File: src/sv/natwa_pkg.sv
// Shared constants, codes and control/status types of the node address table.
package natwa_pkg;

  localparam int unsigned TABLE_DEPTH = 16;
  localparam int unsigned MAX_RESULTS = 16;
  localparam int unsigned MARK_W      = 5;

  localparam int unsigned ADDR_W     = 48;
  localparam int unsigned TIME_W     = 32;
  localparam int unsigned CMD_W      = 2;
  localparam int unsigned EV_W       = 3;
  localparam int unsigned IDX_OUT_W  = 4;
  localparam int unsigned CFG_DATA_W = 48;
  localparam int unsigned CFG_IDX_W  = 1;

  localparam logic [TIME_W-1:0] OFFLINE_TIMEOUT_RST = 32'd90000;

  // register indexes
  localparam logic [CFG_IDX_W-1:0] CFG_OWN_ADDRESS     = 1'b0;
  localparam logic [CFG_IDX_W-1:0] CFG_OFFLINE_TIMEOUT = 1'b1;

  // item commands
  localparam logic [CMD_W-1:0] CMD_HELLO  = 2'd0;
  localparam logic [CMD_W-1:0] CMD_SWEEP  = 2'd1;
  localparam logic [CMD_W-1:0] CMD_LOOKUP = 2'd2;

  // result events
  localparam logic [EV_W-1:0] EV_REFRESHED  = 3'd0;
  localparam logic [EV_W-1:0] EV_ADDED      = 3'd1;
  localparam logic [EV_W-1:0] EV_BACK       = 3'd2;
  localparam logic [EV_W-1:0] EV_FULL       = 3'd3;
  localparam logic [EV_W-1:0] EV_OWN        = 3'd4;
  localparam logic [EV_W-1:0] EV_OFFLINE    = 3'd5;
  localparam logic [EV_W-1:0] EV_LOOKUP     = 3'd6;
  localparam logic [EV_W-1:0] EV_SWEEP_NONE = 3'd7;

  typedef enum logic [3:0] {
    RK_OWN,
    RK_REFRESH,
    RK_APPEND,
    RK_FULL,
    RK_HIT,
    RK_MISS,
    RK_PEND_MID,
    RK_PEND_LAST,
    RK_SWEEP_NONE
  } res_kind_e;

  typedef struct packed {
    logic      cap;   // capture the accepted item
    logic      clr;   // restart the walk
    logic      rd;    // read entry at the walk pointer
    logic      take;  // consume the entry under check
    logic      mark;  // mark checked entry offline and hold it as pending
    logic      load;  // load the result register
    res_kind_e kind;
  } ctrl_cmd_t;

  typedef struct packed {
    logic [CMD_W-1:0] cmd;
    logic             own_hit;
    logic             p_end;
    logic             b_vld;
    logic             b_match;
    logic             b_expire;
    logic             full;
    logic             out_free;
    logic             pend_vld;
    logic             mark_lim;
  } dp_stat_t;

endpackage

File: src/sv/natwa_dp.sv
// Datapath: configuration, table memories, entry walk, compare logic and result register.
module natwa_dp #(
  parameter int unsigned TableDepth = natwa_pkg::TABLE_DEPTH
) (
  input  logic                                clk_i,
  input  logic                                rst_ni,
  input  logic                                cfg_we_i,
  input  logic [natwa_pkg::CFG_IDX_W-1:0]     cfg_idx_i,
  input  logic [natwa_pkg::CFG_DATA_W-1:0]    cfg_data_i,
  input  logic [natwa_pkg::CMD_W-1:0]         in_cmd_i,
  input  logic [natwa_pkg::ADDR_W-1:0]        in_addr_i,
  input  logic [natwa_pkg::TIME_W-1:0]        in_now_i,
  input  natwa_pkg::ctrl_cmd_t                cmd_i,
  output natwa_pkg::dp_stat_t                 stat_o,
  input  logic                                out_ready_i,
  output logic                                out_valid_o,
  output logic [natwa_pkg::EV_W-1:0]          out_event_o,
  output logic                                out_found_o,
  output logic [natwa_pkg::IDX_OUT_W-1:0]     out_index_o,
  output logic                                out_active_o,
  output logic                                out_last_o
);

  localparam int unsigned IdxW = (TableDepth > 1) ? $clog2(TableDepth) : 1;
  localparam int unsigned CntW = $clog2(TableDepth + 1);
  localparam int unsigned AW   = natwa_pkg::ADDR_W;
  localparam int unsigned TW   = natwa_pkg::TIME_W;
  localparam int unsigned MW   = natwa_pkg::MARK_W;
  localparam int unsigned OW   = natwa_pkg::IDX_OUT_W;

  logic [AW-1:0] own_q;
  logic [TW-1:0] tmo_q;

  logic [natwa_pkg::CMD_W-1:0] cmd_q;
  logic [AW-1:0]               addr_q;
  logic [TW-1:0]               now_q;

  logic [AW-1:0] addr_mem [TableDepth];
  logic [TW-1:0] time_mem [TableDepth];

  logic [TableDepth-1:0] active_q;
  logic [CntW-1:0]       count_q;
  logic [CntW-1:0]       ptr_q;
  logic                  b_vld_q;
  logic [IdxW-1:0]       b_idx_q;
  logic [AW-1:0]         b_addr_q;
  logic [TW-1:0]         b_time_q;
  logic                  pend_vld_q;
  logic [IdxW-1:0]       pend_idx_q;
  logic [MW-1:0]         marks_q;

  logic                       out_vld_q;
  logic [natwa_pkg::EV_W-1:0] out_ev_q;
  logic                       out_found_q;
  logic [OW-1:0]              out_idx_q;
  logic                       out_act_q;
  logic                       out_last_q;

  logic [natwa_pkg::EV_W-1:0] res_ev;
  logic                       res_found;
  logic [OW-1:0]              res_idx;
  logic                       res_act;
  logic                       res_last;

  logic            is_refresh;
  logic            is_append;
  logic [TW-1:0]   age;
  logic            out_free;

  assign is_refresh = cmd_i.load && (cmd_i.kind == natwa_pkg::RK_REFRESH);
  assign is_append  = cmd_i.load && (cmd_i.kind == natwa_pkg::RK_APPEND);
  assign age        = now_q - b_time_q;
  assign out_free   = !out_vld_q || out_ready_i;

  always_comb begin
    stat_o          = '0;
    stat_o.cmd      = cmd_q;
    stat_o.own_hit  = (addr_q == own_q);
    stat_o.p_end    = (ptr_q == count_q);
    stat_o.b_vld    = b_vld_q;
    stat_o.b_match  = (b_addr_q == addr_q);
    stat_o.b_expire = active_q[b_idx_q] && (age > tmo_q);
    stat_o.full     = (count_q == CntW'(TableDepth));
    stat_o.out_free = out_free;
    stat_o.pend_vld = pend_vld_q;
    stat_o.mark_lim = (marks_q == MW'(natwa_pkg::MAX_RESULTS - 1));
  end

  // configuration registers
  always_ff @(posedge clk_i or negedge rst_ni) begin
    if (!rst_ni) begin
      own_q <= '0;
      tmo_q <= natwa_pkg::OFFLINE_TIMEOUT_RST;
    end else if (cfg_we_i) begin
      case (cfg_idx_i)
        natwa_pkg::CFG_OWN_ADDRESS:     own_q <= cfg_data_i[AW-1:0];
        natwa_pkg::CFG_OFFLINE_TIMEOUT: tmo_q <= cfg_data_i[TW-1:0];
        default: ;
      endcase
    end
  end

  // item payload
  always_ff @(posedge clk_i) begin
    if (cmd_i.cap) begin
      cmd_q  <= in_cmd_i;
      addr_q <= in_addr_i;
      now_q  <= in_now_i;
    end
  end

  // address memory
  always_ff @(posedge clk_i) begin
    if (is_append) begin
      addr_mem[count_q[IdxW-1:0]] <= addr_q;
    end
    if (cmd_i.rd) begin
      b_addr_q <= addr_mem[ptr_q[IdxW-1:0]];
    end
  end

  // last-seen time memory
  always_ff @(posedge clk_i) begin
    if (is_append) begin
      time_mem[count_q[IdxW-1:0]] <= now_q;
    end else if (is_refresh) begin
      time_mem[b_idx_q] <= now_q;
    end
    if (cmd_i.rd) begin
      b_time_q <= time_mem[ptr_q[IdxW-1:0]];
    end
  end

  // walk and table control state
  always_ff @(posedge clk_i or negedge rst_ni) begin
    if (!rst_ni) begin
      active_q   <= '0;
      count_q    <= '0;
      ptr_q      <= '0;
      b_vld_q    <= 1'b0;
      b_idx_q    <= '0;
      pend_vld_q <= 1'b0;
      pend_idx_q <= '0;
      marks_q    <= '0;
    end else begin
      if (cmd_i.clr) begin
        ptr_q      <= '0;
        b_vld_q    <= 1'b0;
        pend_vld_q <= 1'b0;
        marks_q    <= '0;
      end else begin
        if (cmd_i.rd) begin
          ptr_q   <= ptr_q + CntW'(1);
          b_vld_q <= 1'b1;
          b_idx_q <= ptr_q[IdxW-1:0];
        end else if (cmd_i.take) begin
          b_vld_q <= 1'b0;
        end
        if (cmd_i.mark) begin
          pend_vld_q <= 1'b1;
          pend_idx_q <= b_idx_q;
          marks_q    <= marks_q + MW'(1);
        end
      end
      if (cmd_i.mark) begin
        active_q[b_idx_q] <= 1'b0;
      end
      if (is_refresh) begin
        active_q[b_idx_q] <= 1'b1;
      end
      if (is_append) begin
        active_q[count_q[IdxW-1:0]] <= 1'b1;
        count_q <= count_q + CntW'(1);
      end
    end
  end

  always_comb begin
    res_ev    = natwa_pkg::EV_LOOKUP;
    res_found = 1'b0;
    res_idx   = '0;
    res_act   = 1'b0;
    res_last  = 1'b1;
    case (cmd_i.kind)
      natwa_pkg::RK_OWN: res_ev = natwa_pkg::EV_OWN;
      natwa_pkg::RK_REFRESH: begin
        res_ev    = active_q[b_idx_q] ? natwa_pkg::EV_REFRESHED : natwa_pkg::EV_BACK;
        res_found = 1'b1;
        res_idx   = OW'(b_idx_q);
        res_act   = 1'b1;
      end
      natwa_pkg::RK_APPEND: begin
        res_ev    = natwa_pkg::EV_ADDED;
        res_found = 1'b1;
        res_idx   = OW'(count_q);
        res_act   = 1'b1;
      end
      natwa_pkg::RK_FULL: res_ev = natwa_pkg::EV_FULL;
      natwa_pkg::RK_HIT: begin
        res_found = 1'b1;
        res_idx   = OW'(b_idx_q);
        res_act   = active_q[b_idx_q];
      end
      natwa_pkg::RK_MISS: res_ev = natwa_pkg::EV_LOOKUP;
      natwa_pkg::RK_PEND_MID: begin
        res_ev    = natwa_pkg::EV_OFFLINE;
        res_found = 1'b1;
        res_idx   = OW'(pend_idx_q);
        res_last  = 1'b0;
      end
      natwa_pkg::RK_PEND_LAST: begin
        res_ev    = natwa_pkg::EV_OFFLINE;
        res_found = 1'b1;
        res_idx   = OW'(pend_idx_q);
      end
      natwa_pkg::RK_SWEEP_NONE: res_ev = natwa_pkg::EV_SWEEP_NONE;
      default: ;
    endcase
  end

  // result register
  always_ff @(posedge clk_i or negedge rst_ni) begin
    if (!rst_ni) begin
      out_vld_q <= 1'b0;
    end else if (cmd_i.load) begin
      out_vld_q <= 1'b1;
    end else if (out_ready_i) begin
      out_vld_q <= 1'b0;
    end
  end

  always_ff @(posedge clk_i) begin
    if (cmd_i.load) begin
      out_ev_q    <= res_ev;
      out_found_q <= res_found;
      out_idx_q   <= res_idx;
      out_act_q   <= res_act;
      out_last_q  <= res_last;
    end
  end

  assign out_valid_o  = out_vld_q;
  assign out_event_o  = out_ev_q;
  assign out_found_o  = out_found_q;
  assign out_index_o  = out_idx_q;
  assign out_active_o = out_act_q;
  assign out_last_o   = out_last_q;

`ifndef SYNTH
  a_count_bound: assert property (@(posedge clk_i) disable iff (!rst_ni)
    count_q <= CntW'(TableDepth))
    else $error("entry count beyond table depth");

  a_load_free: assert property (@(posedge clk_i) disable iff (!rst_ni)
    cmd_i.load |-> out_free)
    else $error("result register overwritten while still held");

  a_append_room: assert property (@(posedge clk_i) disable iff (!rst_ni)
    is_append |-> (count_q < CntW'(TableDepth)))
    else $error("append into a full table");

  a_check_written: assert property (@(posedge clk_i) disable iff (!rst_ni)
    b_vld_q |-> (CntW'(b_idx_q) < count_q))
    else $error("checked entry was never written");
`endif

endmodule

File: src/sv/natwa_ctrl.sv
// Controller: sequences capture, table walk and result loads for each item.
module natwa_ctrl (
  input  logic                 clk_i,
  input  logic                 rst_ni,
  input  logic                 in_valid_i,
  output logic                 in_ready_o,
  input  natwa_pkg::dp_stat_t  stat_i,
  output natwa_pkg::ctrl_cmd_t cmd_o
);

  typedef enum logic [1:0] {
    S_IDLE,
    S_START,
    S_SCAN,
    S_END
  } state_e;

  state_e state_q;
  state_e state_d;

  assign in_ready_o = (state_q == S_IDLE);

  always_comb begin
    state_d    = state_q;
    cmd_o      = '0;
    cmd_o.kind = natwa_pkg::RK_MISS;
    case (state_q)
      S_IDLE: begin
        if (in_valid_i) begin
          cmd_o.cap = 1'b1;
          state_d   = S_START;
        end
      end
      S_START: begin
        cmd_o.clr = 1'b1;
        case (stat_i.cmd)
          natwa_pkg::CMD_HELLO: begin
            if (stat_i.own_hit) begin
              if (stat_i.out_free) begin
                cmd_o.load = 1'b1;
                cmd_o.kind = natwa_pkg::RK_OWN;
                state_d    = S_IDLE;
              end
            end else begin
              state_d = S_SCAN;
            end
          end
          natwa_pkg::CMD_SWEEP, natwa_pkg::CMD_LOOKUP: state_d = S_SCAN;
          default: state_d = S_IDLE;
        endcase
      end
      S_SCAN: begin
        if (stat_i.b_vld) begin
          if (stat_i.cmd != natwa_pkg::CMD_SWEEP) begin
            if (stat_i.b_match) begin
              if (stat_i.out_free) begin
                cmd_o.load = 1'b1;
                cmd_o.kind = (stat_i.cmd == natwa_pkg::CMD_HELLO) ?
                             natwa_pkg::RK_REFRESH : natwa_pkg::RK_HIT;
                state_d    = S_IDLE;
              end
            end else begin
              cmd_o.take = 1'b1;
              cmd_o.rd   = !stat_i.p_end;
            end
          end else if (stat_i.b_expire) begin
            // push the held mark before taking the new one
            if (!stat_i.pend_vld || stat_i.out_free) begin
              cmd_o.mark = 1'b1;
              cmd_o.take = 1'b1;
              if (stat_i.pend_vld) begin
                cmd_o.load = 1'b1;
                cmd_o.kind = natwa_pkg::RK_PEND_MID;
              end
              if (stat_i.mark_lim) begin
                state_d = S_END;
              end else begin
                cmd_o.rd = !stat_i.p_end;
              end
            end
          end else begin
            cmd_o.take = 1'b1;
            cmd_o.rd   = !stat_i.p_end;
          end
        end else if (stat_i.p_end) begin
          state_d = S_END;
        end else begin
          cmd_o.rd = 1'b1;
        end
      end
      S_END: begin
        if (stat_i.out_free) begin
          cmd_o.load = 1'b1;
          state_d    = S_IDLE;
          case (stat_i.cmd)
            natwa_pkg::CMD_HELLO:
              cmd_o.kind = stat_i.full ? natwa_pkg::RK_FULL : natwa_pkg::RK_APPEND;
            natwa_pkg::CMD_SWEEP:
              cmd_o.kind = stat_i.pend_vld ? natwa_pkg::RK_PEND_LAST
                                           : natwa_pkg::RK_SWEEP_NONE;
            default: cmd_o.kind = natwa_pkg::RK_MISS;
          endcase
        end
      end
      default: state_d = S_IDLE;
    endcase
  end

  always_ff @(posedge clk_i or negedge rst_ni) begin
    if (!rst_ni) begin
      state_q <= S_IDLE;
    end else begin
      state_q <= state_d;
    end
  end

endmodule

File: src/sv/node_address_table_with_aging.sv
// Top level of the node address table with aging: stream ports and config port.
// Keeps up to TableDepth 48-bit node addresses with last-seen time and active mark.
// One item is handled at a time: a hello or lookup walks the table one entry per
// cycle through the registered read port of the table memory and stops on a match.
// A hello of the own address is answered without a walk. Any result load waits
// while the output register still holds an unread result. A sweep walks all
// entries and stops early after 16 offline marks, at the entry of the 16th mark.
// Each mark is emitted when the next one is found or at the end of the walk, so
// the final result carries tlast. Results wait in an output register, so the
// next item is taken while a result is unread. The user must write configuration
// only while the block is idle; the block itself does not enforce it.
module node_address_table_with_aging #(
  parameter int unsigned TableDepth = natwa_pkg::TABLE_DEPTH
) (
  input  logic                              clk_i,
  input  logic                              rst_ni,
  input  logic                              cfg_we_i,
  input  logic [natwa_pkg::CFG_IDX_W-1:0]   cfg_idx_i,
  input  logic [natwa_pkg::CFG_DATA_W-1:0]  cfg_data_i,
  input  logic                              s_axis_tvalid_i,
  output logic                              s_axis_tready_o,
  input  logic [79:0]                       s_axis_tdata_i,  // node_address, now_ms
  input  logic [1:0]                        s_axis_tuser_i,  // command
  output logic                              m_axis_tvalid_o,
  input  logic                              m_axis_tready_i,
  output logic [7:0]                        m_axis_tdata_o,  // found, entry_index,
                                                             // entry_active, zero pad
  output logic [2:0]                        m_axis_tuser_o,  // event_res
  output logic                              m_axis_tlast_o
);

  natwa_pkg::ctrl_cmd_t ctrl_cmd;
  natwa_pkg::dp_stat_t  dp_stat;

  logic       res_found;
  logic [3:0] res_idx;
  logic       res_act;

  natwa_ctrl u_ctrl (
    .clk_i      (clk_i),
    .rst_ni     (rst_ni),
    .in_valid_i (s_axis_tvalid_i),
    .in_ready_o (s_axis_tready_o),
    .stat_i     (dp_stat),
    .cmd_o      (ctrl_cmd)
  );

  natwa_dp #(
    .TableDepth (TableDepth)
  ) u_dp (
    .clk_i        (clk_i),
    .rst_ni       (rst_ni),
    .cfg_we_i     (cfg_we_i),
    .cfg_idx_i    (cfg_idx_i),
    .cfg_data_i   (cfg_data_i),
    .in_cmd_i     (s_axis_tuser_i),
    .in_addr_i    (s_axis_tdata_i[47:0]),
    .in_now_i     (s_axis_tdata_i[79:48]),
    .cmd_i        (ctrl_cmd),
    .stat_o       (dp_stat),
    .out_ready_i  (m_axis_tready_i),
    .out_valid_o  (m_axis_tvalid_o),
    .out_event_o  (m_axis_tuser_o),
    .out_found_o  (res_found),
    .out_index_o  (res_idx),
    .out_active_o (res_act),
    .out_last_o   (m_axis_tlast_o)
  );

  assign m_axis_tdata_o = {2'b00, res_act, res_idx, res_found};

endmodule
File: config.mk
export PLATFORM = sky130hd
export DESIGN_NAME = node_address_table_with_aging
export DESIGN_NICKNAME = d
export VERILOG_FILES = /design/src/sv/natwa_pkg.sv /design/src/sv/natwa_dp.sv /design/src/sv/natwa_ctrl.sv /design/src/sv/node_address_table_with_aging.sv
export SDC_FILE = /design/constraint.sdc
export NUM_CORES = 2
export LEC_CHECK = 0
export BUFFER_PORTS_ARGS = -buffer_cell sky130_fd_sc_hd__buf_2
export CAP_MARGIN = 10
export CELL_PAD_IN_SITES_DETAIL_PLACEMENT = 0
export CELL_PAD_IN_SITES_GLOBAL_PLACEMENT = 1
export CORE_MARGIN = 2
export CORE_UTILIZATION = 54
export DETAILED_ROUTE_END_ITERATION = 6
export PLACE_DENSITY_LB_ADDON = 0.2
export SYNTH_ARGS = -nofsm -noshare
export SYNTH_HDL_FRONTEND = slang
export SYNTH_SLANG_ARGS = --single-unit
File: constraint.sdc
create_clock -name clk_i -period 9.1 [get_ports clk_i]
set_input_delay 1.82 -clock clk_i [delete_from_list [all_inputs] [get_ports clk_i]]
set_output_delay 1.82 -clock clk_i [all_outputs]
set_load 0.05 [all_outputs]
==> out/summary.md <==
- TritonCTS sink count: 1576
- floorplan die area: 0.120 mm2
- cell types occupying the most area after synthesis: edfxtp_1 69%, mux4_2 5.9%, dfrtp_1 4.5%
- number of cells traversed by the worst register-to-register path: 25
- distinct cell type count after synthesis: 67
- worst voltage drop across the vdd grid: 0.204 mV
- average instance area after synthesis: 17.8 um2
- post-detailed-route DRC marker count: 0
- num ports: 150
- ratio of final minimum period to clock period: 89.0%
- first-pass GRT wire length: 238000 um
- Seq/Total Area, Yosys: 73.6%
- global route overflow: 0
- placed cell area: 0.0670 mm2
- Port Buffer Count: 147
- DRT iter0 DRCs: 3690
- data arrival time of the worst path: 8.56 ns
- slowest cell delay on critical path: 0.72 ns
- antenna violations before repair: 9
- HPWL after detailed placement: 97000 um
- #FFs+latches synth: 1576
- instance count along the most critical hold path: 2
- per-cell via count in the routed design: 6.33
- Max Fanout on Critical Path: 18
- TritonRoute pass-1 iters: 7
- number of instances in the placed design: 5159
- Site Rows: 125
- die height: 347 um
- post-CTS clock slew at the launch and capture registers of the worst setup and hold paths: 0.06 ns
- final max-slew violation count: 0
- Primary FF master, synth: edfxtp_1
- CP Data Required Time: 9.56 ns
- Critical Path Sink Type: register
- area of the placeable core: 0.116 mm2
- power density relative to cell area: 260 mW/mm2
- proportion of layout cells with a drive suffix above 1: 22.4%
- number of instances in the synthesized netlist: 3563
- TritonCTS buffer count: 159
- total via count in the routed design: 34514
- maximum achievable frequency: 124 MHz
- most used standard cell by instance count after synthesis: edfxtp_1
- final period demand of the worst path: 8.09 ns
- Gates resized, CTS repair: 0
- relative slew slack: 22.1%
- Fin Setup TNS: 0 ns
- status: finished clean
- cell area after synthesis: 0.0635 mm2
- fraction of post-synthesis cell area in the top cell type by area: 68.7%
- worst min-delay path category: reg2reg
- Layout Nets: 4006
- class of the most critical setup path: reg2reg
- initial standard-cell utilization of the core: 54.6%
- library cell occupying the most area in the post-synthesis netlist: edfxtp_1
- Synth top cells by count: 1452 x edfxtp_1, 246 x mux2i_1, 191 x o21ai_0, 170 x mux2_2, 165 x mux4_2
- Filler Cells Inserted: 8205
- number of enable-type register cells in the synthesized netlist: 1452
- worst setup skew after layout: 0.0286 ns
- routed wirelength normalized by instance count: 29.9 um
- count of buffers added by post-CTS timing repair for setup: 0
- Max clock buf depth: 3
- largest net degree at the start of global routing: 108
- total of warnings raised by yosys: 0
- leakage component of the power: 23.9 nW
- CTS tree: done
- cell with the largest stage delay on the worst path: nor2_4
- final setup violation count: 0
- ys async rst share: 7.87%
- total number of H-tree levels: 4
- hold violation count in the final report: 0
- area of all placed cells without fillers: 0.0722 mm2
- slew at the pin closest to its max-slew limit: 1.17 ns
- root buffer selected by CTS: clkbuf_16
- crit path launch type: register
- number of max-cap violations: 0
- Overall Power: 18.8 mW
- RD Place Congestion: 0.906
- post-synthesis to final-layout area growth: 13.7%
- hold-fix buffers at CTS: 0
- width of the die: 347 um
- Total Wirelength: 163000 um
- RSZ-0062 raised after global routing: no
- final instance count without filler cells: 5451
- Clock Latency Late Sink: 0.77 ns
- via count of the first global-routing pass: 35139
- GRT Resource Usage Total: 27.3%
- DRT antenna net count: 0
-- state kept, by name (all words and copies together) (netlist names), 2 cells and up --
signal / count
u_dp.b_time_q: 32
u_dp.active_q: 16
u_dp.now_q: 32
u_dp.b_addr_q: 48
u_dp.b_idx_q: 4
u_dp.out_index_o: 4
u_dp.time_mem: 512
u_ctrl.state_q: 2
u_dp.ptr_q: 5
u_dp.addr_mem: 768
u_dp.tmo_q: 32
u_dp.addr_q: 48
u_dp.pend_idx_q: 4
u_dp.out_event_o: 3
u_dp.marks_q: 5
u_dp.own_q: 48
u_dp.cmd_q: 2
u_dp.count_q: 5
-- path summary, 6_finish.rpt --
check                                start                   to  slack [ns]
hold reg to reg            u_dp.marks_q[4]      u_dp.marks_q[4]        0.50
max in group asynchronous           rst_ni       u_dp.own_q[26]        6.65
min in group asynchronous           rst_ni     u_dp.active_q[3]        1.04
setup / recovery             u_dp.now_q[0]  u_dp.addr_mem[7][7]        1.01
setup reg to reg             u_dp.now_q[0]  u_dp.addr_mem[7][7]        1.01
hold / removal             u_dp.marks_q[4]      u_dp.marks_q[4]        0.50
-- metrics by stage --
stage / setup WS [ns] / hold slack, ns / util, %
after detailed placement: 1.13 / 0.491 / 57.6
after global placement: 1.26 / 0.481 / 57.6
final: 1.01 / 0.502 / 62.0
after CTS: 1.09 / 0.504 / 62.0
after floorplan: 0.895 / 0.469 / -
after global routing: 0.548 / 0.521 / 62.0
-- worst max-delay path, delay by kind of cell, from the launching register on --
kind            cells  cell delay [ns]
compound gates     10             3.24
flops               1             0.62
simple gates        6             1.93
fa+ha+maj           3             0.93
buf+inv             6             1.02
-- layer usage --
| metal | global-route usage (%) | up-vias | part of all wire [%] |
|---|---|---|---|
| met5 | 0 | - | 0.0067 |
| met4 | 8.47 | 2 | 3.0 |
| met3 | 4.94 | 281 | 7.1 |
| met2 | 44.5 | 1422 | 49 |
| met1 | 37.7 | 18047 | 41 |
| li1 | - | 14762 | - |
-- cell type report --
class | count | area (um2) | area share [%]
clock buffer | 198 | 4240 | 5.87
antenna | 1 | 2.50 | 0.00347
multi-input combinational | 1717 | 16100 | 22.3
timing repair buffer | 255 | 1980 | 2.74
sequential | 1576 | 46700 | 64.7
clock inverter | 93 | 921 | 1.28
tap | 1524 | 1910 | 2.64
inverter | 87 | 329 | 0.456
-- cell usage in the layout (no fill, tap or decap), types with 21 or more instances in the layout --
cell type / netlist / routed
edfxtp_1: 1452 / 1452
mux2i_1: 246 / 246
o21ai_0: 191 / 191
mux2_2: 170 / 170
mux4_2: 165 / 165
clkbuf_16: 0 / 162
buf_2: 4 / 146
a21oi_1: 124 / 124
nand2_1: 119 / 116
dfrtp_1: 115 / 111
xor2_1: 107 / 107
inv_1: 87 / 84
a221oi_1: 81 / 81
a22oi_1: 80 / 80
buf_4: 4 / 74
ha_1: 73 / 73
clkinv_1: 0 / 35
nor2_1: 48 / 34
buf_12: 0 / 34
clkbuf_1: 126 / 31
nand3_1: 28 / 28
nor4_1: 27 / 27
xnor2_1: 25 / 25
a21o_1: 22 / 22
o31ai_1: 22 / 21
-- cell families after synthesis --
logic type / after synthesis / share of synthesized area, %
compound gates: 635 / 6.55
xor+xnor: 132 / 1.82
fa+ha+maj: 74 / 1.47
buf+inv: 271 / 1.65
flops: 1576 / 73.6
mux: 581 / 12.7
other cells: 1 / 0.00591
simple gates: 293 / 2.18
-- where the power goes --
| group | switching (mW) | total [mW] | internal, mW |
|---|---|---|---|
| combinational | 1.94 | 3.27 | 1.33 |
| sequential | 0.479 | 9.04 | 8.56 |
| clock | 2.72 | 6.46 | 3.74 |
Note: power is estimated with default switching activity, not from simulation.
